**src/assert_macros.svh**
```systemverilog
// ----------------------------------------------------------------------------
// Assertion macros
// Concurrent assertion wrappers used by the top level of the mesh generator.
// ----------------------------------------------------------------------------
`ifndef ASSERT_MACROS_SVH
`define ASSERT_MACROS_SVH
`ifndef SYNTHESIS
`define CSM_ASSERT(name, clk, rstn, prop) \
    name: assert property (@(posedge clk) disable iff (!rstn) prop) \
        else $error("assertion failed");
`define CSM_NEVER(name, clk, rstn, expr) \
    name: assert property (@(posedge clk) disable iff (!rstn) !(expr)) \
        else $error("forbidden condition seen");
`else
`define CSM_ASSERT(name, clk, rstn, prop)
`define CSM_NEVER(name, clk, rstn, expr)
`endif
`endif

```
**src/csm_pkg.sv**
```systemverilog
// ----------------------------------------------------------------------------
// Cube sphere mesh package
// Types and constants shared by the mesh generator modules.
// ----------------------------------------------------------------------------
package csm_pkg;

    localparam int MAX_GRID = 64;
    localparam logic [6:0] GRID_RESET = 7'd10;
    localparam logic [6:0] GRID_MIN = 7'd2;
    localparam logic [6:0] GRID_MAX = 7'(MAX_GRID);
    localparam int NSTG = 16;

    localparam logic REQ_VERTEX = 1'b0;
    localparam logic REQ_SEGMENT = 1'b1;

    localparam logic [2:0] FACE_PX = 3'd0;
    localparam logic [2:0] FACE_NX = 3'd1;
    localparam logic [2:0] FACE_PY = 3'd2;
    localparam logic [2:0] FACE_NY = 3'd3;
    localparam logic [2:0] FACE_PZ = 3'd4;
    localparam logic [2:0] FACE_NZ = 3'd5;

    typedef struct packed {
        logic       req_type;
        logic [2:0] face;
        logic [5:0] row;
        logic [5:0] col;
    } csm_req_t;

    typedef struct packed {
        logic [14:0]        vertex_index;
        logic signed [15:0] dir_x;
        logic signed [15:0] dir_y;
        logic signed [15:0] dir_z;
        logic [14:0]        seg_start;
        logic [14:0]        seg_end;
        logic               last;
    } csm_res_t;

    typedef struct packed {
        logic             seg;
        logic [2:0]       neg;
        logic [2:0][43:0] tgt;
        logic [13:0]      s;
        logic [14:0]      vidx;
        logic [14:0]      s0;
        logic [14:0]      e0;
        logic [14:0]      s1;
        logic [14:0]      e1;
    } csm_item_t;

    typedef struct packed {
        logic [2:0][47:0] p;
        logic [2:0][31:0] q;
        logic [2:0][15:0] u;
    } csm_srch_t;

endpackage

```
**src/csm_out.sv**
```systemverilog
// ----------------------------------------------------------------------------
// Cube sphere mesh output stage
// Rounds and clamps the directions and sends one or two result words.
// ----------------------------------------------------------------------------
module csm_out (
    input  logic               clk,
    input  logic               rst_n,
    input  logic               vld,
    input  csm_pkg::csm_item_t itm,
    input  csm_pkg::csm_srch_t srch,
    input  logic               res_ready,
    output logic               res_valid,
    output csm_pkg::csm_res_t  res,
    output logic               en
);

    logic second_reg, second_next;
    logic [2:0][15:0] dir;
    logic [16:0]      lo;
    logic [15:0]      mag;
    logic             fire;

    always_comb
    begin
        for (int c = 0; c < 3; c++)
        begin
            lo = ({1'b0, srch.u[c]} + 17'd1) >> 1;
            mag = (lo > 17'd32767) ? 16'd32767 : lo[15:0];
            dir[c] = itm.neg[c] ? 16'(-mag) : mag;
        end
    end

    always_comb
    begin
        res = '0;
        if (itm.seg == csm_pkg::REQ_SEGMENT)
        begin
            res.seg_start = second_reg ? itm.s1 : itm.s0;
            res.seg_end = second_reg ? itm.e1 : itm.e0;
            res.last = second_reg;
        end
        else
        begin
            res.vertex_index = itm.vidx;
            res.dir_x = dir[0];
            res.dir_y = dir[1];
            res.dir_z = dir[2];
            res.last = 1'b1;
        end
        res_valid = vld;
        fire = vld && res_ready;
        en = !vld || (fire && res.last);
        second_next = second_reg;
        if (fire)
        begin
            second_next = !res.last;
        end
    end

    always_ff @(posedge clk or negedge rst_n)
    begin
        if (!rst_n)
        begin
            second_reg <= 1'b0;
        end
        else
        begin
            second_reg <= second_next;
        end
    end

endmodule

```
**config.mk**
```make
export PLATFORM = sky130hd
export DESIGN_NAME = csm_out
export DESIGN_NICKNAME = d
export VERILOG_FILES = /design/src/assert_macros.svh /design/src/csm_pkg.sv /design/src/csm_out.sv
export SDC_FILE = /design/constraint.sdc
export NUM_CORES = 1
export LEC_CHECK = 0
export ABC_AREA = 1
export BUFFER_PORTS_ARGS = -buffer_cell sky130_fd_sc_hd__buf_2
export CAP_MARGIN = 30
export CELL_PAD_IN_SITES_DETAIL_PLACEMENT = 1
export CELL_PAD_IN_SITES_GLOBAL_PLACEMENT = 1
export CORE_AREA = 5 5 236 238
export CTS_CLUSTER_DIAMETER = 30
export DETAILED_ROUTE_END_ITERATION = 7
export DIE_AREA = 0 0 241 243
export PLACE_DENSITY_LB_ADDON = 0.08
export SYNTH_ARGS = -nofsm -noshare
export SYNTH_HDL_FRONTEND = slang
export SYNTH_SLANG_ARGS = --single-unit
```
**constraint.sdc**
```tcl
create_clock -name clk -period 6.2 [get_ports clk]
set_input_delay 0.93 -clock clk [delete_from_list [all_inputs] [get_ports clk]]
set_output_delay 0.93 -clock clk [all_outputs]
set_load 0.005 [all_outputs]
```
# Yosys cells after proc, flatten, opt, wreduce, memory -nomap -nowiden
# Index checks and enable logic that the tools add are counted.
# word_totals
output_inout_bits	96
reg_bits	1
elab_cells	26
inputBits	517
# classes
n_lt_le_gt_ge	3
n_addsub	6
reduce_logical	5
muxes	11
# ops
cell	count
16-bit 2-to-1 mux	6
63-bit 2-to-1 mux	1
16-bit by 1-bit adder with 17-bit output (second input constant)	3
16-bit by 15-bit > comparator with 1-bit output (second input constant)	3
16-bit negator	3
15-bit 2-to-1 mux	2
30-bit 2-to-1 mux	1
1-bit logical AND	2
1-bit zero test	2
1-bit logical OR	1
1-bit 2-to-1 mux	1

# Longest topological paths before layout
# depth
depth_word	6
ltp_mapped	21
mapped_depth_nobuf	20

# Worst setup path after synthesis
# No wires, ideal clock.
# synth_path
path_type	input port to output port
start	in srch[32] in the netlist's numbering
end	out res[45] in the netlist's numbering
path_stages	21
required_ns	5.270
arrival_ns	2.946
setup_slack_ns	2.324
path_buffers	1
path_cell_list	ha_1 nand2_1 nor2_4 nand2_2 inv_2 nand2_2 buf_2 inv_1 or2_2 inv_1 ha_1 inv_1 nor2_1 nand3_1 nand2_1 nand2_1 nor2_1 nand3_1 nand2_1 inv_1 nor2_1
# synth_lines
element	line	rtl
start: declaration	csm_out.sv:10	input csm_pkg::csm_srch_t srch,
end: declaration	csm_out.sv:13	output csm_pkg::csm_res_t res,

==> results.yml <==
worst_setup_path:
  max_stage_delay_ns: 0.27
  critPathCaptureType: "output pin"
  cp_top_family: "simple AND/OR/NAND/NOR gates"
  cp-start-kind: "primary input"
  path_cells: "buf_2, ha_1, nand2_1, nor2_4, nand2_2, inv_2, nand2_2, inv_1, or2_2, inv_1, ha_1, inv_1, nor2_1, nand3_1, nand2_1, nand3_2, nor2_1, o21ai_0, nor2_1, buf_2"
  crit_fanout: 7
  path_class: "in -> out"
  cpMaxStageDelayCell: "or2_2"
  worstPathArrival_ns: 3.42
  crit_required_ns: 5.27
  crit_buf_inv: 6
logic_synthesis:
  ys_ff_latch: 1
  yosys.area.top_type: "nand2_1"
  yosysSeqAreaShare: 0.00682
  ys_top_cells_by_area: "nand2_1, nor2_1, inv_1, nand3_1, o21ai_0"
  yosysWarnings: 0
  synthDominantCellAreaShare: 0.226
  syn_area_mm2: 0.00367
  synth.distinct_cells: 38
  syn_area_per_cell_um2: 4.70
  syn_inst: 781
  syn_nets: 1304
floorplanning:
  start_util: 0.0687
  io-pin-count: 613
  rows: 85
  dieHeight_um: 243
  die_x_um: 241
  die_area_mm2: 0.0586
  coreArea_mm2: 0.0534
finish:
  final_nets: 1511
  fin_util: 0.104
  syn_to_final_growth_pct: 51.3
  largest_reg_flops: 1
  layout-drive-gt1-share: 0.294
sta:
  min_period_ns: 4.35
  tightestPinTransition_ns: 0.671
  max_freq_mhz: 230
  slew_viol_final: 0
  fin_setup_tns_ns: 0
  hold_viol: 0
  finalClockSkew_ns: 0
  setup_viol_count_final: 0
  slew_headroom: 0.550
  post-route-period-util: 0.702
  rsz0062_at_grt: "false"
  fin_ws_ns: 1.85
power_and_ir_drop:
  power_density_mw_per_mm2: 67.6
  leakagePower_nw: 2.97
  max-vdd-ir-drop_v: 0.0000288
grt:
  gr-usage-met1: 0.103
  track_usage: 0.0783
  grtUsageMet2: 0.137
  overflow: 0
  grt_max_degree: 37
  busiest_layer: "met2"
  antenna_found_initial: 8
  grt_pass1_vias: 5598
  use_met3: 0.0203
  grt_first_pass_wirelength_mm: 36.1
clock_tree:
  clk_pin_slew_ns: 0
  hold_buffers: 0
  cts_setup_buffers: 0
  clk-insertion-delay-late_ns: 0
  post_cts_resized: 0
job:
  max-cap-violations: 0
route:
  vias: 5554
  totalWireLength_mm: 24.7
  drcViolationCount: 0
  postRouteAntennaNets: 0
  firstDrtPassIters: 4
  drt_iter0_markers: 134
  viasPerCell: 3.30
  wire_per_inst_um: 14.7
place:
  gp_congestion: 0.692
  io_buffer_count: 226
  dp_worst_setup_slack_ns: 1.73
  hpwl_mm: 21.9
min_path:
  hold_path.class: "in -> async"
status:
  status: "finished, final reports clean"
==> final cells by class <==
type | instances | area, um2
Antenna cell | 1 | 2.50
Fill cell | 6721 | 47800
Inverter | 99 | 372
Multi-Input combinational cell | 654 | 3110
Sequential cell | 1 | 25.0
Tap cell | 696 | 871
Timing Repair Buffer | 232 | 1180
==> cells by family after synthesis <==
group | Yosys count | share of synthesized area
buffers and inverters | 126 | 0.147
flip-flops | 1 | 0.00682
AND/OR/NAND/NOR | 536 | 0.654
XOR/XNOR | 9 | 0.0215
adder cells (fa/ha/maj) | 6 | 0.0205
AO/OA/AOI/OAI | 103 | 0.151
==> layer usage <==
metal	routed length, um	share of wire
met5	27	0.0011
met4	74	0.0030
met3	2130	0.086
met2	11400	0.46
met1	11100	0.45
==> cells in the final DEF (no fill, tap or decap), types with 3 or more instances in the layout <==
cell type,n
buf_2,226
nand2_1,221
nor2_1,171
inv_1,94
nand3_1,60
o21ai_0,47
a21oi_1,35
nand2_2,20
nand4_1,19
nor2_2,11
nor3_1,10
nand3_2,8
o21bai_1,7
nor2_4,7
o21ai_1,6
xor2_1,6
ha_1,6
buf_4,6
inv_2,4
o211ai_1,3
xnor2_1,3
==> Yosys cell counts, drive strengths merged <==
library cell	n
buf	16
and2	1
dfrtp	1
nand3	69
nor3b	1
clkinv	1
o21a	1
inv	98
nand2	241
o21bai	7
ha	6
xnor2	3
xor2	6
o21ai	53
a21oi	37
nor3	10
a31oi	2
nand3b	1
or2	2
nand4	21
o211ai	3
clkbuf	11
nor2	190
==> power breakdown <==
part / switching [mW] / leakage, nW / internal [mW] / total [mW]
logic: 0.233 / 2.96 / 0.134 / 0.367
registers: 0.000569 / 0.0116 / 0.00762 / 0.00819
clock network: 0 / 0.00000634 / 0.0000000216 / 0.0000000216
==> metrics by stage <==
step	hold slack, ns	power (mW)	cells	instance area (um2)
detailed placement	0.707	0.394	1682	5550
global route	0.709	0.434	1682	5550
finish	0.703	0.375	1683	5550
floorplan	0.634	0.203	781	3670
global placement	0.705	0.395	1682	5550
CTS	0.706	0.396	1682	5550
==> path summary, 6_finish.rpt <==
| path | slack (ns) | end | from | cells past startpoint |
|---|---|---|---|---|
| setup / recovery | 1.85 | res[43] | srch[32] | 20 |
| hold / removal | 0.70 | second_reg | rst_n | 1 |
| setup reg to reg | 4.98 | second_reg | second_reg | 4 |
| hold reg to reg | 0.93 | second_reg | second_reg | 3 |
| max in group asynchronous | 5.41 | second_reg | rst_n | 1 |
| min in group clk | 0.93 | second_reg | second_reg | 3 |
(Power assumes the default switching activity.)
