--- config.mk ---
export PLATFORM = sky130hd
export DESIGN_NAME = csm_front
export DESIGN_NICKNAME = d
export VERILOG_FILES = /design/src/assert_macros.svh /design/src/csm_pkg.sv /design/src/csm_front.sv
export SDC_FILE = /design/constraint.sdc
export NUM_CORES = 2
export LEC_CHECK = 0
export BUFFER_PORTS_ARGS = -buffer_cell sky130_fd_sc_hd__buf_2
export CORE_MARGIN = 1
export CORE_UTILIZATION = 50
export DETAILED_ROUTE_END_ITERATION = 8
export GPL_TIMING_DRIVEN = 0
export PLACE_DENSITY = 0.76
export SLEW_MARGIN = 25
export SYNTH_ARGS = -nofsm -noshare
export SYNTH_HDL_FRONTEND = slang
export SYNTH_SLANG_ARGS = --single-unit
--- constraint.sdc ---
create_clock -name clk -period 18.75 [get_ports clk]
set_input_delay 0.9375 -clock clk [delete_from_list [all_inputs] [get_ports clk]]
set_output_delay 0.9375 -clock clk [all_outputs]
set_load 0.02 [all_outputs]
--- src/assert_macros.svh ---
// ----------------------------------------------------------------------------
// Assertion macros
// Concurrent assertion wrappers used by the top level of the mesh generator.
// ----------------------------------------------------------------------------
`ifndef ASSERT_MACROS_SVH
`define ASSERT_MACROS_SVH
`ifndef SYNTHESIS
`define CSM_ASSERT(name, clk, rstn, prop) \
    name: assert property (@(posedge clk) disable iff (!rstn) prop) \
        else $error("assertion failed");
`define CSM_NEVER(name, clk, rstn, expr) \
    name: assert property (@(posedge clk) disable iff (!rstn) !(expr)) \
        else $error("forbidden condition seen");
`else
`define CSM_ASSERT(name, clk, rstn, prop)
`define CSM_NEVER(name, clk, rstn, expr)
`endif
`endif

--- src/csm_pkg.sv ---
// ----------------------------------------------------------------------------
// Cube sphere mesh package
// Types and constants shared by the mesh generator modules.
// ----------------------------------------------------------------------------
package csm_pkg;

    localparam int MAX_GRID = 64;
    localparam logic [6:0] GRID_RESET = 7'd10;
    localparam logic [6:0] GRID_MIN = 7'd2;
    localparam logic [6:0] GRID_MAX = 7'(MAX_GRID);
    localparam int NSTG = 16;

    localparam logic REQ_VERTEX = 1'b0;
    localparam logic REQ_SEGMENT = 1'b1;

    localparam logic [2:0] FACE_PX = 3'd0;
    localparam logic [2:0] FACE_NX = 3'd1;
    localparam logic [2:0] FACE_PY = 3'd2;
    localparam logic [2:0] FACE_NY = 3'd3;
    localparam logic [2:0] FACE_PZ = 3'd4;
    localparam logic [2:0] FACE_NZ = 3'd5;

    typedef struct packed {
        logic       req_type;
        logic [2:0] face;
        logic [5:0] row;
        logic [5:0] col;
    } csm_req_t;

    typedef struct packed {
        logic [14:0]        vertex_index;
        logic signed [15:0] dir_x;
        logic signed [15:0] dir_y;
        logic signed [15:0] dir_z;
        logic [14:0]        seg_start;
        logic [14:0]        seg_end;
        logic               last;
    } csm_res_t;

    typedef struct packed {
        logic             seg;
        logic [2:0]       neg;
        logic [2:0][43:0] tgt;
        logic [13:0]      s;
        logic [14:0]      vidx;
        logic [14:0]      s0;
        logic [14:0]      e0;
        logic [14:0]      s1;
        logic [14:0]      e1;
    } csm_item_t;

    typedef struct packed {
        logic [2:0][47:0] p;
        logic [2:0][31:0] q;
        logic [2:0][15:0] u;
    } csm_srch_t;

endpackage

--- src/csm_front.sv ---
// ----------------------------------------------------------------------------
// Cube sphere mesh front end
// Checks requests, builds the cube point, its squared length and the indices.
// ----------------------------------------------------------------------------
module csm_front (
    input  logic               clk,
    input  logic               rst_n,
    input  logic               en,
    input  logic [6:0]         grid,
    input  logic               req_valid,
    input  csm_pkg::csm_req_t  req,
    output logic               vld,
    output csm_pkg::csm_item_t itm
);

    logic [6:0] n_eff;
    logic       keep;

    logic       s1_vld_reg, s1_vld_next;
    logic       s1_seg_reg;
    logic [2:0] s1_f_reg;
    logic [5:0] s1_i_reg, s1_j_reg;
    logic [6:0] s1_n_reg;

    logic              s2_vld_reg;
    logic              s2_seg_reg, s2_lc_reg;
    logic [2:0]        s2_f_reg;
    logic [5:0]        s2_i_reg, s2_j_reg;
    logic [6:0]        s2_n_reg;
    logic signed [7:0] s2_d_reg, s2_a_reg, s2_b_reg;
    logic [12:0]       s2_ri_reg, s2_rn_reg, s2_rl_reg, s2_nn_reg;
    logic signed [7:0] s2_d_next, s2_a_next, s2_b_next;

    logic              s3_vld_reg;
    logic              s3_seg_reg, s3_lc_reg;
    logic [5:0]        s3_i_reg, s3_j_reg;
    logic [6:0]        s3_n_reg;
    logic [12:0]       s3_ri_reg, s3_rn_reg, s3_rl_reg;
    logic [2:0]        s3_neg_reg;
    logic [2:0][11:0]  s3_msq_reg;
    logic [13:0]       s3_s_reg;
    logic [14:0]       s3_fb_reg;
    logic signed [7:0] v0, v1, v2;
    logic [2:0][7:0]   mag;
    logic [2:0]        negv;
    logic [2:0][11:0]  s3_msq_next;
    logic [15:0]       s3_s_next;

    logic               s4_vld_reg;
    csm_pkg::csm_item_t s4_itm_reg, s4_itm_next;
    logic [14:0]        ra, ca, re, ce, cs, rf, cf;

    always_comb
    begin
        n_eff = grid;
        if (grid < csm_pkg::GRID_MIN)
        begin
            n_eff = csm_pkg::GRID_MIN;
        end
        else if (grid > csm_pkg::GRID_MAX)
        begin
            n_eff = csm_pkg::GRID_MAX;
        end
        keep = (req.face <= csm_pkg::FACE_NZ) && ({1'b0, req.row} < n_eff)
            && ({1'b0, req.col} < n_eff);
        if (req.req_type == csm_pkg::REQ_SEGMENT && {1'b0, req.row} >= n_eff - 7'd1)
        begin
            keep = 1'b0;
        end
        s1_vld_next = req_valid && keep;
    end

    always_ff @(posedge clk or negedge rst_n)
    begin
        if (!rst_n)
        begin
            s1_vld_reg <= 1'b0;
            s2_vld_reg <= 1'b0;
            s3_vld_reg <= 1'b0;
            s4_vld_reg <= 1'b0;
        end
        else if (en)
        begin
            s1_vld_reg <= s1_vld_next;
            s2_vld_reg <= s1_vld_reg;
            s3_vld_reg <= s2_vld_reg;
            s4_vld_reg <= s3_vld_reg;
        end
    end

    always_comb
    begin
        s2_d_next = 8'(signed'({1'b0, s1_n_reg}) - 8'sd1);
        s2_a_next = 8'(signed'({1'b0, s1_i_reg, 1'b0}) - s2_d_next);
        s2_b_next = 8'(signed'({1'b0, s1_j_reg, 1'b0}) - s2_d_next);
    end

    always_comb
    begin
        unique case (s2_f_reg)
            csm_pkg::FACE_PX:
            begin
                v0 = s2_d_reg;  v1 = s2_b_reg;  v2 = -s2_a_reg;
            end
            csm_pkg::FACE_NX:
            begin
                v0 = -s2_d_reg; v1 = s2_b_reg;  v2 = s2_a_reg;
            end
            csm_pkg::FACE_PY:
            begin
                v0 = s2_a_reg;  v1 = s2_d_reg;  v2 = -s2_b_reg;
            end
            csm_pkg::FACE_NY:
            begin
                v0 = s2_a_reg;  v1 = -s2_d_reg; v2 = s2_b_reg;
            end
            csm_pkg::FACE_PZ:
            begin
                v0 = s2_a_reg;  v1 = s2_b_reg;  v2 = s2_d_reg;
            end
            default:
            begin
                v0 = -s2_a_reg; v1 = s2_b_reg;  v2 = -s2_d_reg;
            end
        endcase
        negv = {v2[7], v1[7], v0[7]};
        mag[0] = v0[7] ? 8'(-v0) : 8'(v0);
        mag[1] = v1[7] ? 8'(-v1) : 8'(v1);
        mag[2] = v2[7] ? 8'(-v2) : 8'(v2);
        for (int c = 0; c < 3; c++)
        begin
            s3_msq_next[c] = 12'(mag[c][6:0] * mag[c][6:0]);
        end
        s3_s_next = 16'(s2_a_reg * s2_a_reg) + 16'(s2_b_reg * s2_b_reg)
            + 16'(s2_d_reg * s2_d_reg);
    end

    always_comb
    begin
        ra = 15'(s3_lc_reg ? s3_rl_reg : s3_ri_reg);
        ca = 15'(s3_lc_reg ? s3_i_reg : s3_j_reg);
        re = 15'(s3_lc_reg ? s3_rl_reg : s3_rn_reg);
        ce = s3_lc_reg ? 15'(s3_i_reg) + 15'd1 : 15'(s3_j_reg);
        cs = s3_lc_reg ? 15'(s3_n_reg) - 15'd1 : 15'(s3_j_reg);
        rf = 15'(s3_lc_reg ? s3_rn_reg : s3_ri_reg);
        cf = s3_lc_reg ? 15'(s3_n_reg) - 15'd1 : 15'(s3_j_reg) + 15'd1;
        s4_itm_next.seg = s3_seg_reg;
        s4_itm_next.neg = s3_neg_reg;
        for (int c = 0; c < 3; c++)
        begin
            s4_itm_next.tgt[c] = {s3_msq_reg[c], 32'd0};
        end
        s4_itm_next.s = s3_s_reg;
        s4_itm_next.vidx = 15'(s3_ri_reg) + 15'(s3_j_reg) + s3_fb_reg;
        s4_itm_next.s0 = ra + ca + s3_fb_reg;
        s4_itm_next.e0 = re + ce + s3_fb_reg;
        s4_itm_next.s1 = 15'(s3_ri_reg) + cs + s3_fb_reg;
        s4_itm_next.e1 = rf + cf + s3_fb_reg;
    end

    always_ff @(posedge clk)
    begin
        if (en)
        begin
            s1_seg_reg <= req.req_type;
            s1_f_reg <= req.face;
            s1_i_reg <= req.row;
            s1_j_reg <= req.col;
            s1_n_reg <= n_eff;

            s2_seg_reg <= s1_seg_reg;
            s2_lc_reg <= ({1'b0, s1_j_reg} == s1_n_reg - 7'd1);
            s2_f_reg <= s1_f_reg;
            s2_i_reg <= s1_i_reg;
            s2_j_reg <= s1_j_reg;
            s2_n_reg <= s1_n_reg;
            s2_d_reg <= s2_d_next;
            s2_a_reg <= s2_a_next;
            s2_b_reg <= s2_b_next;
            s2_ri_reg <= 13'(s1_i_reg * s1_n_reg);
            s2_rn_reg <= 13'((7'(s1_i_reg) + 7'd1) * s1_n_reg);
            s2_rl_reg <= 13'((s1_n_reg - 7'd1) * s1_n_reg);
            s2_nn_reg <= 13'(s1_n_reg * s1_n_reg);

            s3_seg_reg <= s2_seg_reg;
            s3_lc_reg <= s2_lc_reg;
            s3_i_reg <= s2_i_reg;
            s3_j_reg <= s2_j_reg;
            s3_n_reg <= s2_n_reg;
            s3_ri_reg <= s2_ri_reg;
            s3_rn_reg <= s2_rn_reg;
            s3_rl_reg <= s2_rl_reg;
            s3_neg_reg <= negv;
            s3_msq_reg <= s3_msq_next;
            s3_s_reg <= s3_s_next[13:0];
            s3_fb_reg <= 15'(s2_nn_reg * s2_f_reg);

            s4_itm_reg <= s4_itm_next;
        end
    end

    assign vld = s4_vld_reg;
    assign itm = s4_itm_reg;

endmodule

; Word level (Yosys, flattened, before mapping)
; Cells that the tools add are included.
[word_totals]
reg_bits = 384
inputBits = 27
output_inout_bits = 226
word_cells = 119
[op_classes]
n_lt_le_gt_ge = 6
reduce_logical = 6
n_mul = 11
add_sub_neg = 28
n_eq_ne = 5
mux = 16
[op_table]
columns = op, count
row1 = adder 14 x 15 -> 15 bit, 3
row2 = multiplier 8 x 8 -> 14 bit, 3
row3 = 2-to-1 mux 7 bit, 6
row4 = case mux 8 bit (5 select lines), 1
row5 = 2-to-1 mux 13 bit, 3
row6 = multiplier 7 x 7 -> 12 bit, 3
row7 = adder 13 x 15 -> 15 bit, 2
row8 = adder 15 bit, 2
row9 = 2-to-1 mux 15 bit, 2
row10 = adder 13 x 6 -> 14 bit, 2
row11 = adder 14 bit, 2
row12 = multiplier 7 x 7 -> 13 bit, 2
row13 = negation 8 bit, 3
row14 = case mux 8 bit (3 select lines), 1
row15 = subtractor 7 x 1 -> 8 bit (second input constant), 3
row16 = adder 6 x 1 -> 7 bit (second input constant), 3
row17 = negation 7 bit, 3
row18 = case mux 8 bit (2 select lines), 1
row19 = subtractor 8 bit, 2
row20 = multiplier 13 x 3 -> 15 bit, 1
row21 = adder 13 x 7 -> 14 bit, 1
row22 = < comparator 6 x 7 -> 1 bit, 2
row23 = subtractor 7 x 1 -> 7 bit (second input constant), 2
row24 = multiplier 6 x 7 -> 13 bit, 1
row25 = 14 further kinds, 18

; Logic depth before layout (Yosys ltp)
[depth]
ltp_word = 8
ltp_mapped = 31
mapped_depth_nobuf = 27

; Worst setup path after synthesis
; No wires, ideal clock.
[synth_timing]
kind = register to register
from = register s2_d_reg[0]
to = register s3_msq_reg[33] in the netlist's numbering, data pin
path_stages_with_launch = 29
required_ps = 18491
setup_slack_ps = 11369
setup_time_ps = 259
synth_period_minus_slack_ps = 7381
t_arrival_ps = 7122
path_buffers = 4
cell_sequence = edfxtp_1 > buf_2 > clkbuf_1 > clkbuf_1 > buf_1 > inv_1 > ha_1 > mux2i_1 > a221o_1 > a221oi_1 > inv_1 > ha_1 > inv_1 > or3_1 > nand2_1 > xnor2_1 > nand2_1 > fa_1 > fa_1 > inv_1 > fa_1 > fa_1 > ha_1 > or3_1 > a31o_2 > and3_1 > o21a_1 > nor2_1 > xnor2_1
[synth_rtl]
columns = element, line
row1 = from (decl), csm_front.sv:30  ; logic signed [7:0] s2_d_reg, s2_a_reg, s2_b_reg;
row2 = from (signal assigned), csm_front.sv:177  ; s2_d_reg <= s2_d_next;
row3 = to (signal assigned), csm_front.sv:194  ; s3_msq_reg <= s3_msq_next;
row4 = to (decl), csm_front.sv:40  ; logic [2:0][11:0] s3_msq_reg;

==> results.json <==
{
  "cts.clk_slew.worst_paths_ns": 0.06,
  "hold_path_class": "primary input to asynchronous set/reset pin",
  "die_width_um": 265,
  "end_kind": "register",
  "clk_latency_ns": 0.60,
  "yosysTopAreaCell": "edfxtp_1",
  "multi_input_area_um2": 20600,
  "cts_buffers": 42,
  "ys_types": 72,
  "finalHoldViolCount": 0,
  "fin_nets": 4296,
  "crit_arrival_ns": 9.88,
  "synth_ff_type": "edfxtp_1",
  "num_rows": 95,
  "maxSlewViolCount": 0,
  "setup_violations": 0,
  "yosysMostFrequentCell": "inv_1",
  "synth_top_area_share": 0.321,
  "grt_max_degree": 102,
  "yosysWarnings": 0,
  "rr_startpoint": "s2_d_reg[0]$_DFFE_PP_",
  "final.setup.tns_ns": 0,
  "setup_slack_ns": 9.19,
  "grt_use_met3": 0.0338,
  "path_class": "register to register",
  "drt_wl_total_um": 75600,
  "drtAntennaViolNets": 0,
  "max-cap-violations": 0,
  "synth.area.top_cells": "edfxtp_1, fa_1, ha_1, inv_1, xnor2_1",
  "tightest_slew_ns": 0.951,
  "finalCritPeriodShare": 0.510,
  "dr.pass1.iters": 5,
  "top_usage_layer": "met2",
  "routed_via_density": 5.12,
  "syn_inst": 3230,
  "slew_headroom": 0.363,
  "htreeDepth": 2,
  "drc": 0,
  "post_drt_wl_per_cell_um": 17.0,
  "start_kind": "register",
  "dp_slack_ns": 9.23,
  "clock_path_buffers": 3,
  "worstRegToRegCells": 28,
  "cts_resized": 0,
  "vias": 22800,
  "fin_crit_ns": 9.56,
  "grt_pass1_vias": 22900,
  "holdBufCountCts": 0,
  "ff2ff_setup_slack_ns": 9.19,
  "nFillCells": 5635,
  "cts_num_sinks": 372,
  "yosysSeqAreaShare": 0.324,
  "post_cts_buffers": 0,
  "drive_above_1_share": 0.105,
  "drt_iter0_markers": 1274,
  "die_y_um": 265,
  "rsz0062_at_grt": "false",
  "start_util": 0.509,
  "worstReg2RegEnd": "s3_msq_reg[35]$_DFFE_PP_",
  "synth_area_um2": 34500,
  "globalRouteOverflowTotal": 0,
  "grt.met2_usage": 0.360,
  "synth_edf_count": 368,
  "worst-path-max-fanout": 11,
  "cts-root-buf": "clkbuf_16",
  "async_reset_ff_frac": 0.0108,
  "largest_reg_flops": 126,
  "slowest_delay_ns": 0.75,
  "cts_tree": "done",
  "met1_usage": 0.306,
  "io_buffers": 153,
  "io_pins": 253,
  "cp_slowest_cell": "a221oi_1",
  "synth.avg_cell_area_um2": 10.7,
  "required_ns": 19.07,
  "place_hpwl_um": 60400,
  "fmax_mhz": 105,
  "core_region_area_um2": 67600,
  "synth_top_cells_by_count": "inv_1, ha_1, edfxtp_1",
  "status": "finished clean",
  "antenna_found_initial": 4,
  "ys_seq_elements": 372,
  "gr-usage-all-layers": 0.221,
  "clock_skew_ns": 0.0364,
  "seqCellArea_um2": 11200,
  "gp_congestion": 0.942,
  "antenna-diode-count": 0,
  "area_growth_pct": 11.1,
  "grt_first_pass_wirelength_um": 122000,
  "die_area_um2": 70000
}
[per-layer routing]
layer  up-vias  part of all wire
li1      10900                 -
met5         -           0.00025
met4         2             0.025
met3       109             0.066
met1     11100              0.44
met2       625              0.47
[critical path: cells and delay by family (launching register included)]
family	cells	cell delay, ns
buffers and inverters	8	2.47
XOR/XNOR	2	0.67
AO/OA/AOI/OAI	5	1.64
adder cells (fa/ha/maj)	7	2.90
flip-flops	1	0.66
multiplexers	1	0.09
AND/OR/NAND/NOR	5	0.83
[cells by family (layout without fill, tap and decap cells)]
group,after synthesis,after routing,synth area share
xor+xnor,262,262,0.0670
flops,372,372,0.324
buf+inv,735,972,0.0915
mux,29,29,0.00893
fa+ha+maj,724,724,0.340
other cells,2,114,0.000218
simple gates,719,719,0.0989
compound gates,387,387,0.0700
[final cells by class]
| type | instances | share of cell area |
|---|---|---|
| inverters | 549 | 0.0538 |
| multi-input cells | 2235 | 0.537 |
| repair buffers | 159 | 0.0228 |
| flip-flops and latches | 372 | 0.291 |
| clock inverters | 35 | 0.0101 |
| clock buffers | 43 | 0.0275 |
| plain buffers | 186 | 0.0285 |
| well taps | 873 | 0.0285 |
[worst max-delay path by stage]
stage                                     start                  endpoint  slack [ns]
after floorplan           s2_d_reg[0]$_DFFE_PP_  s3_msq_reg[33]$_DFFE_PP_       11.37
after global placement    s2_d_reg[0]$_DFFE_PP_  s3_msq_reg[33]$_DFFE_PP_        9.25
after detailed placement  s2_d_reg[0]$_DFFE_PP_  s3_msq_reg[35]$_DFFE_PP_        9.23
after CTS                 s2_d_reg[0]$_DFFE_PP_  s3_msq_reg[35]$_DFFE_PP_        9.23
after global routing      s2_d_reg[0]$_DFFE_PP_  s3_msq_reg[33]$_DFFE_PP_        8.65
final                     s2_d_reg[0]$_DFFE_PP_  s3_msq_reg[35]$_DFFE_PP_        9.19
[through the flow]
| stage | util | std cells | hold slack (ns) | cell area (um^2) |
|---|---|---|---|---|
| 3_5_place_dp | 0.545 | 4374 | 0.405 | 36800 |
| 2_1_floorplan | - | 3342 | 0.400 | 34900 |
| 3_3_place_gp | 0.543 | 4368 | 0.400 | 36700 |
| 4_1_cts | 0.566 | 4452 | 0.128 | 38300 |
| 6_report | 0.566 | 4452 | 0.154 | 38300 |
| 5_1_grt | 0.566 | 4452 | 0.147 | 38300 |
[cells in the final DEF (no fill, tap or decap), types with 64 or more instances in the layout]
master	Yosys	routed
nand2_1	226	226
and2_1	97	97
a21oi_1	116	116
inv_1	543	543
nor2b_1	64	64
nor2_1	188	188
o21ai_0	105	105
buf_2	5	160
buf_4	99	99
conb_1	2	114
clkbuf_1	75	76
ha_1	371	371
fa_1	353	353
xnor2_1	208	208
edfxtp_1	368	368
Power is not shown: default switching activity piles up to over one toggle a cycle in this logic, so the estimate is an artifact.
